## src/design/lsfs_pkg.sv

```systemverilog
// ---------------------------------------------------------------------------
// LED strip frame serializer package
// Field widths, function codes, constants and controller interface structs.
// ---------------------------------------------------------------------------
package lsfs_pkg;

  // Field widths.
  localparam int CFG_W      = 11;
  localparam int FUNC_W     = 2;
  localparam int PIX_IDX_W  = 10;
  localparam int COLOR_W    = 8;

  // Defaults and fixed constants.
  localparam int              MAX_LEDS_DEFAULT = 1024;
  localparam logic [CFG_W-1:0] LED_COUNT_RESET = 11'd32;
  localparam logic [COLOR_W-1:0] OFF_BYTE      = 8'h80;
  localparam logic [COLOR_W-1:0] TOP_BIT       = 8'h80;
  localparam int              LATCH_ROUND      = 31;
  localparam int              LATCH_SHIFT      = 5;
  localparam int              BYTES_PER_LED    = 3;

  // Input function codes.
  typedef enum logic [FUNC_W-1:0] {
    FUNC_SET_PIXEL = 2'd0,
    FUNC_SHOW      = 2'd1,
    FUNC_LATCH     = 2'd2,
    FUNC_TICK      = 2'd3
  } func_e;

  // Commands from the controller to the datapath.
  typedef struct packed {
    logic clr_step;
    logic pix_write;
    logic start;
    logic data_phase;
    logic tick;
  } lsfs_cmd_t;

  // Status from the datapath to the controller.
  typedef struct packed {
    logic clr_last;
    logic count_zero;
    logic pix_ok;
    logic data_last;
    logic latch_last;
    logic out_busy;
  } lsfs_status_t;

endpackage

```

## src/design/lsfs_ctrl.sv

```systemverilog
// ---------------------------------------------------------------------------
// LED strip frame serializer controller
// Sequences the store clearing pass, pixel writes and the data and latch
// phases of a frame, and issues commands to the datapath.
// ---------------------------------------------------------------------------
module lsfs_ctrl
  import lsfs_pkg::*;
(
  input  logic               clk_i,
  input  logic               rst_ni,
  input  logic               in_valid_i,
  output logic               in_ready_o,
  input  logic [FUNC_W-1:0]  func_i,
  input  lsfs_status_t       status_i,
  output lsfs_cmd_t          cmd_o
);

  typedef enum logic [1:0] {
    ST_CLEAR,
    ST_IDLE,
    ST_DATA,
    ST_LATCH
  } state_e;

  state_e state_q, state_d;
  logic   accept;
  func_e  func;

  assign func = func_e'(func_i);

  // Next state and commands.
  always_comb begin
    state_d    = state_q;
    cmd_o      = '0;
    in_ready_o = (state_q != ST_CLEAR) && !status_i.out_busy;
    accept     = in_valid_i && in_ready_o;
    unique case (state_q)
      ST_CLEAR: begin
        cmd_o.clr_step = 1'b1;
        if (status_i.clr_last) begin
          state_d = ST_IDLE;
        end
      end
      ST_IDLE: begin
        if (accept) begin
          unique case (func)
            FUNC_SET_PIXEL: begin
              cmd_o.pix_write = status_i.pix_ok;
            end
            FUNC_SHOW: begin
              if (!status_i.count_zero) begin
                cmd_o.start = 1'b1;
                state_d     = ST_DATA;
              end
            end
            FUNC_LATCH: begin
              if (!status_i.count_zero) begin
                cmd_o.start = 1'b1;
                state_d     = ST_LATCH;
              end
            end
            FUNC_TICK: begin
              // A tick while idle produces nothing.
            end
          endcase
        end
      end
      ST_DATA: begin
        cmd_o.data_phase = 1'b1;
        if (accept && (func == FUNC_TICK)) begin
          cmd_o.tick = 1'b1;
          if (status_i.data_last) begin
            state_d = ST_LATCH;
          end
        end
      end
      ST_LATCH: begin
        if (accept && (func == FUNC_TICK)) begin
          cmd_o.tick = 1'b1;
          if (status_i.latch_last) begin
            state_d = ST_IDLE;
          end
        end
      end
    endcase
  end

  // State register.
  always_ff @(posedge clk_i or negedge rst_ni) begin
    if (!rst_ni) begin
      state_q <= ST_CLEAR;
    end else begin
      state_q <= state_d;
    end
  end

endmodule

```

## config.mk

```make
export PLATFORM = sky130hd
export DESIGN_NAME = lsfs_ctrl
export DESIGN_NICKNAME = d
export VERILOG_FILES = /design/src/design/lsfs_pkg.sv /design/src/design/lsfs_ctrl.sv
export SDC_FILE = /design/constraint.sdc
export NUM_CORES = 1
export LEC_CHECK = 0
export BUFFER_PORTS_ARGS = -buffer_cell sky130_fd_sc_hd__buf_2
export CAP_MARGIN = 10
export CORE_AREA = 2 2 39 41
export CTS_CLUSTER_SIZE = 25
export DETAILED_ROUTE_END_ITERATION = 7
export DIE_AREA = 0 0 41 43
export PLACE_DENSITY = 0.58
export SKIP_LAST_GASP = 1
export SLEW_MARGIN = 30
export SYNTH_ARGS = -nofsm -noshare
export SYNTH_HDL_FRONTEND = slang
export SYNTH_SLANG_ARGS = --single-unit
```

## constraint.sdc

```tcl
create_clock -name clk_i -period 2.2 [get_ports clk_i]
set_input_delay 0.11 -clock clk_i [delete_from_list [all_inputs] [get_ports clk_i]]
set_output_delay 0.11 -clock clk_i [all_outputs]
set_load 0.01 [all_outputs]
```

# After elaboration in Yosys (flattened, before gate mapping)
# Index checks and enable logic that the tools add are counted.
classes:
  n_shift: 0
  mul: 0
  n_reduce_logical: 10
  div_mod_pow: 0
  order_cmp: 0
  n_bitwise: 0
  add_sub_neg: 0
  n_mux: 19
  eq_ne: 15
ops:
  columns: ["op", "n"]
  rows:
  - ["2-to-1 mux 2 bit", 10]
  - ["inequality test 2 bit, second input constant", 6]
  - ["AND reduction 9 bit", 1]
  - ["equality test 2 bit, second input constant", 4]
  - ["one-hot mux 2 bit (4 select lines)", 1]
  - ["2-to-1 mux 1 bit", 7]
  - ["inequality test 3 bit, second input constant", 2]
  - ["equality test 2 x 1 -> 1 bit, second input constant", 2]
  - ["logical NOT 2 bit", 2]
  - ["one-hot mux 2 bit (2 select lines)", 1]
  - ["OR reduction 2 bit", 2]
  - ["logical AND 1 bit", 3]
  - ["inequality test 3 x 1 -> 1 bit, second input constant", 1]
  - ["nonzero test 2 bit", 1]
  - ["logical NOT 1 bit", 1]
word_totals:
  latch_bits: 0
  word_cells: 45
  reg_bits: 2
  inputBits: 11
  out_inout_bits: 6
  ramBits: 0
  mem_bits_ro: 0
  mem_count: 0

# Depth between registers and ports, before layout
# Gate-level depths: netlist (run 1).
depth:
  word_depth: 6
  ltp_mapped: 6

# Worst setup path after synthesis (run 1)
# No wires, ideal clock.
synth_timing:
  path_kind: "flip-flop to flip-flop"
  from: "reg state_q[0]"
  to: "reg state_q[0]"
  path_slack_ns: 0.501
  required_time_ns: 2.071
  arrival_time_ns: 1.570
  path_stages_with_launch: 7
  setup_time_ns: 0.129
  synth_period_minus_slack_ns: 1.699
  path_buffers: 0
  path_cell_list: "dfrtp_1 -> inv_1 -> ha_1 -> or3b_1 -> o31ai_2 -> nand3_2 -> mux2i_1"
synth_via:
  elab_chain_len: 6
  elab_cells_between_ends: 19
  classes_between: "eq/ne (12); mux (1); reduce/logical (6)"
synth_lines:
  columns: ["item", "line_no", "source"]
  rows:
  - ["start: declaration", "lsfs_ctrl.sv:25", "state_e state_q, state_d;"]
  - ["start signal: assignment", "lsfs_ctrl.sv:93", "state_q <= state_d;"]
  - ["nonzero test 2 bit", "lsfs_ctrl.sv:35", "in_ready_o = (state_q != ST_CLEAR) && !status_i.out_busy;"]
  - ["logical AND 1 bit", "lsfs_ctrl.sv:35", null]
  - ["logical AND 1 bit", "lsfs_ctrl.sv:36", "accept = in_valid_i && in_ready_o;"]
  - ["logical AND 1 bit", "lsfs_ctrl.sv:70, lsfs_ctrl.sv:78", null]
  - ["inequality test 2 bit (no line)", null, null]
  - ["AND reduction 9 bit (no line)", null, null]
# Several ways; a longest one is shown, not always the timed one.
# A chain may end at the register's enable or synchronous reset.

==> results of run 1 <==
metal layers:
metal,part of all wire,GRT usage,vias to the layer above
li1,-,-,155
met1,0.39,0.0900,136
met2,0.53,0.134,12
met3,0.087,0.0314,0
met4,0,0.0200,0
met5,0,0,-
cell families (layout without fill, tap and decap cells):
| kind of cell | Yosys count | count (layout) | synth area share |
|---|---|---|---|
| and+or+nand+nor | 10 | 10 | 0.194 |
| AOI/OAI and AO/OA | 4 | 4 | 0.131 |
| DFF | 2 | 2 | 0.169 |
| adders and majority gates | 8 | 8 | 0.338 |
| muxes | 2 | 2 | 0.0675 |
| buffers and inverters | 8 | 28 | 0.101 |
cell usage after synthesis:
| cell | count |
|---|---|
| or3b_1 | 1 |
| ha_1 | 8 |
| dfrtp_1 | 2 |
| a222oi_1 | 1 |
| nor3b_1 | 2 |
| nor2_1 | 4 |
| nand3_2 | 1 |
| inv_1 | 8 |
| a31o_2 | 1 |
| a211oi_1 | 1 |
| nand3_1 | 1 |
| nand2_1 | 1 |
| mux2i_1 | 2 |
| o31ai_2 | 1 |
stage by stage:
step | util | hold slack, ns | std cells | area [um2]
5_1_grt | 0.310 | 0.224 | 70 | 429
6_report | 0.310 | 0.221 | 70 | 429
4_1_cts | 0.310 | 0.196 | 70 | 429
3_3_place_gp | 0.287 | -0.104 | 66 | 397
2_1_floorplan | - | -0.186 | 34 | 297
3_5_place_dp | 0.287 | -0.104 | 66 | 397
worst max-delay path: stages, from the launching register on:
cell,delay [ns]
dfrtp_1,0.37
inv_1,0.09
ha_1,0.23
or3b_1,0.42
nor3b_1,0.18
buf_2,0.16
where the power goes:
group / leakage (nW) / internal [mW] / switching [mW]
Clock: 0.0138 / 0.0600 / 0.0187
Sequential: 0.0225 / 0.0576 / 0.0162
Combinational: 0.222 / 0.123 / 0.145
Total: 0.259 / 0.240 / 0.180
cell type report:
class,count,area [um2],area share
inverter,8,30.0,0.0700
tap,16,20.0,0.0466
clock buffer,3,22.5,0.0525
multi-input combinational,24,216,0.504
sequential,2,50.0,0.117
timing repair buffer,17,90.1,0.210
final timing paths:
path | from | endpoint | cells after the start
setup / recovery | state_q[0] | cmd_o[0] | 5
hold / removal | rst_ni | state_q[1] | 2
setup reg to reg | state_q[0] | state_q[1] | 6
hold reg to reg | state_q[0] | state_q[0] | 2
max in group asynchronous | rst_ni | state_q[0] | 2
min in group clk_i | status_i[4] | state_q[0] | 4
what timing repair did:
item,CTS,global route
hold buffers,1,0
endpoints found under the setup margin,0,0
hold endpoints to repair,2,0
==> out/qor.yml, run 1 <==
end_kind: "output port"
drc: 0
setup_viol: 0
numPortBuffers: 16
num_rows: 14
timing.critical_path.arrival_ns: 1.67
leakage_nw: 0.259
ys_seq_elements: 2
startpoint_type: "flip-flop"
slew_violations: 0
max_slew_margin: 0.768
ys_seq_area_frac: 0.169
routed_wl_um: 634
status: "finished, final reports clean"
via_count: 303
first_pass_iters: 4
die_x_um: 41
synth_cell_types: 14
clockBufferDepth: 2
path_max_fanout: 4
clock-sinks: 2
root_buffer: "clkbuf_4"
syn_to_final_growth_pct: 44.7
synth_top_area_frac: 0.338
overflow: 0
cts_buffers: 3
top_regs: "state_q: 2 flops"
clock.fmax_mhz: 561
largest_register: "state_q"
rrSetupSlack_ns: 0.43
fillers: 153
finalHoldViolCount: 0
syn_area_per_cell_um2: 8.72
drtAntennaViolNets: 0
grt_pass1_vias: 276
postCtsResizedCells: 0
dieArea_um2: 1760
drt_iter0_drc: 5
dp_slack_ns: 0.426
core-area_um2: 1380
maxCapViolations: 0
finClkSkew_ns: 0.0000887
hold_path.class: "input pin to async pin"
power.density_nw_per_um2: 979
netlist_instances: 34
n_antenna_cell: 0
tns_ns: 0
synth_area_leaders: "ha_1 (34%), dfrtp_1 (17%), inv_1 (10%), mux2i_1 (6.8%), nor2_1 (5.1%)"
postCtsSetupRepairBufs: 0
largest_reg_flops: 2
drive_above_1_share: 0.407
syn_nets: 53
gp_routability_congestion: 0.616
wl_per_cell_um: 9.06
period_needed_ns: 1.78
synth_top_area_cell: "ha_1"
clk_pin_slew_worst_paths_ns: 0.03
period_share: 0.810
viasPerCell: 4.33
hpwlAfterDp_um: 546
yosysWarnings: 0
critPathKind: "flip-flop to output port"
cts_tree: "built"
grt_pass1_wl_um: 986
ir_worst_vdd_v: 0.000290
nets: 75
final_cell_mix: "buf_2 (16), inv_1 (8), ha_1 (8)"
die_y_um: 43
setup_ws_ns: 0.418
layout_commonest_cell: "buf_2"
cp_data_required_time_ns: 2.09
grt_start_max_net_pins: 5
max_slew.worst_pin.slew_ns: 0.348
start_util: 0.214
track_usage: 0.0803
rsz0062_at_grt: "no"
htree_levels: 1
finalPower_mw: 0.420
mappedNetlistArea_um2: 297
antenna_found_initial: 0
ioPinCount: 17
worstSkewPairLatency_ns: 0.22
(Power assumes the default switching activity.)
==> run 2: changes to the inputs <==
ABC_AREA = 1   (was not set)
PLACE_DENSITY = 0.61   (was 0.58)
clock period = 1.7 ns   (was 2.2 ns; I/O delays follow)
==> run 2 against run 1 <==
Effect of this change: non-clock buffer count is the same; critical path type unchanged; wire length shrank 3.5%; combinational power grew 51%; sequential cell count is the same; register-to-register slack lost 0.14 ns; worst hold slack lost 0.044 ns; largest cell class unchanged.
==> out/qor.yml, run 2 <==
status: "finished, final reports clean"  # unchanged
postCtsSetupRepairBufs: 0  # unchanged
wl_per_cell_um: 7.56  # was 9.06 um
synth-main-ff-cell: "dfrtp_1"  # unchanged
synth_edf_count: 0  # unchanged
rsz0062_at_grt: "no"  # unchanged
r2r_start: "state_q[0]"  # unchanged
worstSkewPairLatency_ns: 0.22  # about the same
seq_area_um2: 50.0  # unchanged
cpPeakStageDelay_ns: 0.38  # was 0.42 ns
cts_buffers: 3  # unchanged
root_buffer: "clkbuf_4"  # unchanged
slew_violations: 0  # unchanged
yosys.area_share.xor_xnor: 0  # unchanged
dp_slack_ns: 0.265  # was 0.426 ns
synth_common_cells: "inv_1 (10), nand2_1 (10), ha_1 (8)"  # was ha_1 (8), inv_1 (8), nor2_1 (4)
mappedNetlistArea_um2: 325  # was 297 um2
synth_top_area_frac: 0.308  # was 0.338
nets: 86  # was 75
worst_hold_slack_ns: 0.177  # was 0.221 ns
grt_pass1_vias: 300  # was 276
startpoint_type: "flip-flop"  # unchanged
cpMaxStageDelayCell: "dfrtp_1"  # was or3b_1
critPathKind: "flip-flop to output port"  # unchanged
clock-sinks: 2  # unchanged
clockBufferDepth: 2  # unchanged
drt_iter0_drc: 0  # was 5
ys_seq_area_frac: 0.154  # was 0.169
cp-startpoint: "state_q[0]"  # unchanged
die_x_um: 41  # unchanged
final_cell_mix: "buf_2 (16), inv_1 (10), nand2_1 (10)"  # was buf_2 (16), inv_1 (8), ha_1 (8)
leakage_nw: 0.272  # was 0.259 nW
gp_routability_congestion: 0.742  # was 0.616
viasPerCell: 4.02  # was 4.33
critical_path.top_delay_family: "flip-flops"  # was simple AND/OR/NAND/NOR gates
htree_levels: 1  # unchanged
clk_pin_slew_worst_paths_ns: 0.03  # about the same
grt_pass1_wl_um: 1060  # was 986 um
drtAntennaViolNets: 0  # unchanged
finalPower_mw: 0.605  # was 0.420 mW
ioPinCount: 17  # unchanged
end_kind: "output port"  # unchanged
path_max_fanout: 4  # unchanged
fillers: 151  # was 153
max_slew.worst_pin.slew_ns: 0.202  # was 0.348 ns
cp.depth: 6  # was 5
grt_start_max_net_pins: 5  # unchanged
track_usage: 0.0974  # was 0.0803
synth-adder-area-share: 0.308  # was 0.338
maxCapViolations: 0  # unchanged
synth_compound_area_frac: 0.108  # was 0.131
cp_data_required_time_ns: 1.62  # was 2.09 ns
netlist_instances: 45  # was 34
period_needed_ns: 1.52
start_util: 0.235  # was 0.214
synth_top_family_by_area: "simple AND/OR/NAND/NOR gates"  # was adder cells
die_y_um: 43  # unchanged
setup_viol: 0  # unchanged
max_slew_margin: 0.864  # was 0.768
dieArea_um2: 1760  # unchanged
multi_input_area_um2: 238  # was 216 um2
synth_cell_types: 13  # was 14
synth.area.mux_share: 0  # was 0.0675
overflow: 0  # unchanged
largest_register: "state_q"  # unchanged
core-area_um2: 1380  # unchanged
routed_wl_um: 612  # was 634 um
postCtsResizedCells: 0  # unchanged
reg2reg_depth: 8  # was 6
setup_ws_ns: 0.181  # was 0.418 ns
cts_tree: "built"  # unchanged
ir_worst_vdd_v: 0.000311  # was 0.000290 V
largest_reg_flops: 2  # unchanged
path_buf_inv: 2  # unchanged
synth_top_area_cell: "ha_1"  # unchanged
hpwlAfterDp_um: 568  # was 546 um
power.density_nw_per_um2: 1320  # was 979 nW/um2
finClkSkew_ns: 0.000347  # was 0.0000887 ns
hold_path.class: "input pin to async pin"  # unchanged
syn_nets: 64  # was 53
final_util: 0.331  # was 0.310
timing.critical_path.arrival_ns: 1.43  # was 1.67 ns
drc: 0  # unchanged
synthArstFlopShare: 1.00  # unchanged
clock.fmax_mhz: 658
synth-simple-area-share: 0.315  # was 0.194
num_rows: 14  # unchanged
syn_to_final_growth_pct: 40.8  # was 44.7%
synth_area_leaders: "ha_1 (31%), dfrtp_1 (15%), inv_1 (12%), nand2_1 (12%), nand3_1 (9.2%)"  # was ha_1 (34%), dfrtp_1 (17%), inv_1 (10%), mux2i_1 (6.8%), nor2_1 (5.1%)
yosysWarnings: 0  # unchanged
tns_ns: 0  # unchanged
path_cells: "inv_1 -> ha_1 -> nor2_4 -> nand3_2 -> a21oi_1 -> buf_2"  # was inv_1 -> ha_1 -> or3b_1 -> nor3b_1 -> buf_2
syn_area_per_cell_um2: 7.23  # was 8.72 um2
layout_commonest_cell: "buf_2"  # unchanged
numPortBuffers: 16  # unchanged
via_count: 326  # was 303
drive_above_1_share: 0.369  # was 0.407
antenna_found_initial: 0  # unchanged
first_pass_iters: 1  # was 4
ys_seq_elements: 2  # unchanged
top_regs: "state_q: 2 flops"  # unchanged
finalHoldViolCount: 0  # unchanged
n_antenna_cell: 0  # unchanged
period_share: 0.894
## run 2: cell types whose count changed after synthesis, moves of 2 or more
cell	change
nand3_1	+5
mux2i_1	-2
inv_1	+2
nand2_1	+9
nor3b_1	-2
nor2_1	-2
## run 2: where the power goes
group	switching [mW]	internal [mW]	total (mW)
clock	0.0230	0.0775	0.100
combinational	0.235	0.170	0.405
sequential	0.0243	0.0754	0.0997
total	0.282	0.323	0.605
## run 2: worst register-to-register path, cell delays in order (launching register included)
cell,delay [ns]
dfrtp_1,0.38
inv_1,0.08
ha_1,0.25
nor2_4,0.15
nand3_2,0.11
a21oi_4,0.15
nand2_1,0.08
nand2_1,0.06
nand2_1,0.05
## run 2: timing repair
action                                  in CTS  in global routing
endpoints found under the setup margin       0                  0
hold buffers                                 1                  0
hold endpoints to repair                     2                  0
## run 2: final cells by class
| type | instances | share of cell area |
|---|---|---|
| inverter | 10 | 0.0820 |
| clock buffer | 3 | 0.0492 |
| sequential | 2 | 0.109 |
| tap | 16 | 0.0437 |
| timing repair buffer | 17 | 0.197 |
| multi-input combinational | 33 | 0.519 |
## run 2: metrics by stage
step	cell area, um2	instances
finish	458	81
floorplan	325	45
CTS	458	81
global route	458	81
detailed placement	425	77
global placement	425	77
## run 2: cell families (layout without fill, tap and decap cells)
group	count (synthesis)	after routing
AO/OA/AOI/OAI	4	4
AND/OR/NAND/NOR	21	21
flip-flops	2	2
buffers and inverters	10	30
adder cells (fa/ha/maj)	8	8
## run 2: final timing paths
kind                       slack (ns)         end
min reg2reg                      0.53  state_q[1]
max                              0.18    cmd_o[0]
min in group clk_i               0.30  state_q[0]
min                              0.18  state_q[1]
max reg2reg                      0.29  state_q[0]
max in group asynchronous        1.43  state_q[0]
## run 2: metal layers
layer | global-route usage | vias up | wire length, um
met5 | 0 | - | 0
met1 | 0.0965 | 138 | 249
met4 | 0.100 | 0 | 7
met3 | 0.0314 | 2 | 32
li1 | - | 180 | -
met2 | 0.144 | 6 | 323
==> run 3: changes to the inputs <==
BUFFER_PORTS_ARGS = not set   (was -buffer_cell sky130_fd_sc_hd__buf_2)
DONT_BUFFER_PORTS = 1   (was not set)
PLACE_DENSITY = 0.5   (was 0.61)
==> run 3 against run 2 <==
Effect of this change: wire length fell by 4.4%; critical path type unchanged; global-route usage fell by 2.3 points; non-clock buffer count fell by 16; clock power barely moved; critical path depth fell by 1; highest routed layer is now met3; first-iteration DRC count rose by 1.
==> out/qor.yml, run 3 (synthesis gave the netlist of run 2 again) <==
antenna_found_initial: 0  # unchanged
gp_routability_congestion: 0.663  # was 0.742
finalHoldViolCount: 0  # unchanged
max_slew_margin: 0.842  # was 0.864
tns_ns: 0  # unchanged
worst_hold_slack_ns: 0.0931  # was 0.177 ns
cp_data_required_time_ns: 1.62  # about the same
drt_iter0_drc: 1  # was 0
clock-sinks: 2  # unchanged
top_regs: "state_q: 2 flops"  # unchanged
grt_pass1_vias: 260  # was 300
grt_start_max_net_pins: 5  # unchanged
period_needed_ns: 1.57  # was 1.52 ns
nets: 70  # was 86
hold_path.class: "input pin to async pin"  # unchanged
postCtsSetupRepairBufs: 0  # unchanged
die_y_um: 43  # unchanged
routed_wl_um: 585  # was 612 um
status: "finished, final reports clean"  # unchanged
grt_pass1_wl_um: 828  # was 1060 um
largest_register: "state_q"  # unchanged
clockBufferDepth: 2  # unchanged
startpoint_type: "flip-flop"  # unchanged
leakage_nw: 0.202  # was 0.272 nW
power.density_nw_per_um2: 1510  # was 1320 nW/um2
setup_viol: 0  # unchanged
cpMaxStageDelayCell: "dfrtp_1"  # unchanged
cts_tree: "built"  # unchanged
fillers: 163  # was 151
first_pass_iters: 2  # was 1
final_cell_mix: "inv_1 (10), nand2_1 (10), ha_1 (8)"  # was buf_2 (16), inv_1 (10), nand2_1 (10)
finClkSkew_ns: 0.00575  # was 0.000347 ns
grt_util_met1: 0.0547  # was 0.0965
r2r_start: "state_q[0]"  # unchanged
clock.fmax_mhz: 637  # was 658 MHz
drive_above_1_share: 0.184  # was 0.369
timing.critical_path.arrival_ns: 1.49  # was 1.43 ns
cpPeakStageDelay_ns: 0.39  # was 0.38 ns
core-area_um2: 1380  # unchanged
wl_per_cell_um: 9.00  # was 7.56 um
drc: 0  # unchanged
clk_pin_slew_worst_paths_ns: 0.03  # about the same
maxCapViolations: 0  # unchanged
slew_violations: 0  # unchanged
syn_to_final_growth_pct: 17.3  # was 40.8%
reg2reg_to: "state_q[0]"  # unchanged
hpwlAfterDp_um: 499  # was 568 um
period_share: 0.924  # was 0.894
start_util: 0.235  # unchanged
numPortBuffers: 0  # was 16
root_buffer: "clkbuf_4"  # unchanged
ir_worst_vdd_v: 0.000313  # was 0.000311 V
reg2reg_depth: 8  # unchanged
largest_reg_flops: 2  # unchanged
rsz0062_at_grt: "no"  # unchanged
cp-startpoint: "state_q[0]"  # unchanged
cts_buffers: 3  # unchanged
n_antenna_cell: 0  # unchanged
seq_area_um2: 50.0  # unchanged
worstSkewPairLatency_ns: 0.22  # about the same
dieArea_um2: 1760  # unchanged
die_x_um: 41  # unchanged
critPathKind: "flip-flop to output port"  # unchanged
max_slew.worst_pin.slew_ns: 0.236  # was 0.202 ns
ioPinCount: 17  # unchanged
multi_input_area_um2: 241  # was 238 um2
viasPerCell: 4.26  # was 4.02
use_met3: 0.0524  # was 0.0314
via_count: 277  # was 326
end_kind: "output port"  # unchanged
htree_levels: 1  # unchanged
track_usage: 0.0743  # was 0.0974
num_rows: 14  # unchanged
grt_busiest_layer: "met2"  # unchanged
rrSetupSlack_ns: 0.16  # was 0.29 ns
overflow: 0  # unchanged
path_max_fanout: 4  # unchanged
use_met2: 0.119  # was 0.144
path_cells: "inv_1 -> ha_1 -> nor2_4 -> nand3_2 -> a21oi_2"  # was inv_1 -> ha_1 -> nor2_4 -> nand3_2 -> a21oi_1 -> buf_2
drtAntennaViolNets: 0  # unchanged
## run 3: worst max-delay path by stage
stage | endpoint | depth (start not counted)
global placement | state_q[1] | 8
finish | cmd_o[0] | 5
global route | cmd_o[0] | 5
detailed placement | state_q[0] | 8
CTS | cmd_o[0] | 5
floorplan | state_q[0] | 8
## run 3: critical path: cells and delay by family (launching register included)
kind | cells | cell delay, ns
DFF | 1 | 0.39
and+or+nand+nor | 2 | 0.33
adders and majority gates | 1 | 0.29
AOI/OAI and AO/OA | 1 | 0.19
buffers and inverters | 1 | 0.08
## run 3: report_power, final
| group | leakage (nW) | internal (mW) | switching (mW) |
|---|---|---|---|
| Sequential | 0.0242 | 0.0753 | 0.0271 |
| Combinational | 0.164 | 0.143 | 0.228 |
| Clock | 0.0138 | 0.0778 | 0.0251 |
## run 3: layout make-up
class / count / area share
inverters: 10 / 0.0984
flip-flops and latches: 2 / 0.131
clock buffers: 3 / 0.0590
well taps: 16 / 0.0525
multi-input cells: 33 / 0.633
repair buffers: 1 / 0.0262
## run 3: layer usage
layer / vias to the layer above / routed length (um)
li1: 148 / -
met3: 0 / 57
met4: 0 / 0
met1: 117 / 226
met5: - / 0
met2: 12 / 301
## run 3: through the flow
stage                     area (um2)  cells  setup WS [ns]  utilization  total power, mW
after global placement           345     61          0.159        0.250            0.473
after global routing             382     65         0.0181        0.276            0.637
after detailed placement         345     61          0.135        0.250            0.475
after CTS                        378     65         0.0560        0.273            0.585
final                            382     65          0.130        0.276            0.577
after floorplan                  325     45          0.290            -            0.418
## run 3: what timing repair did
| action | CTS | global route |
|---|---|---|
| hold buffers | 1 | 0 |
| setup endpoints to repair | 0 | 1 |
| hold endpoints to repair | 2 | 0 |
| gates resized for setup | 0 | 1 |
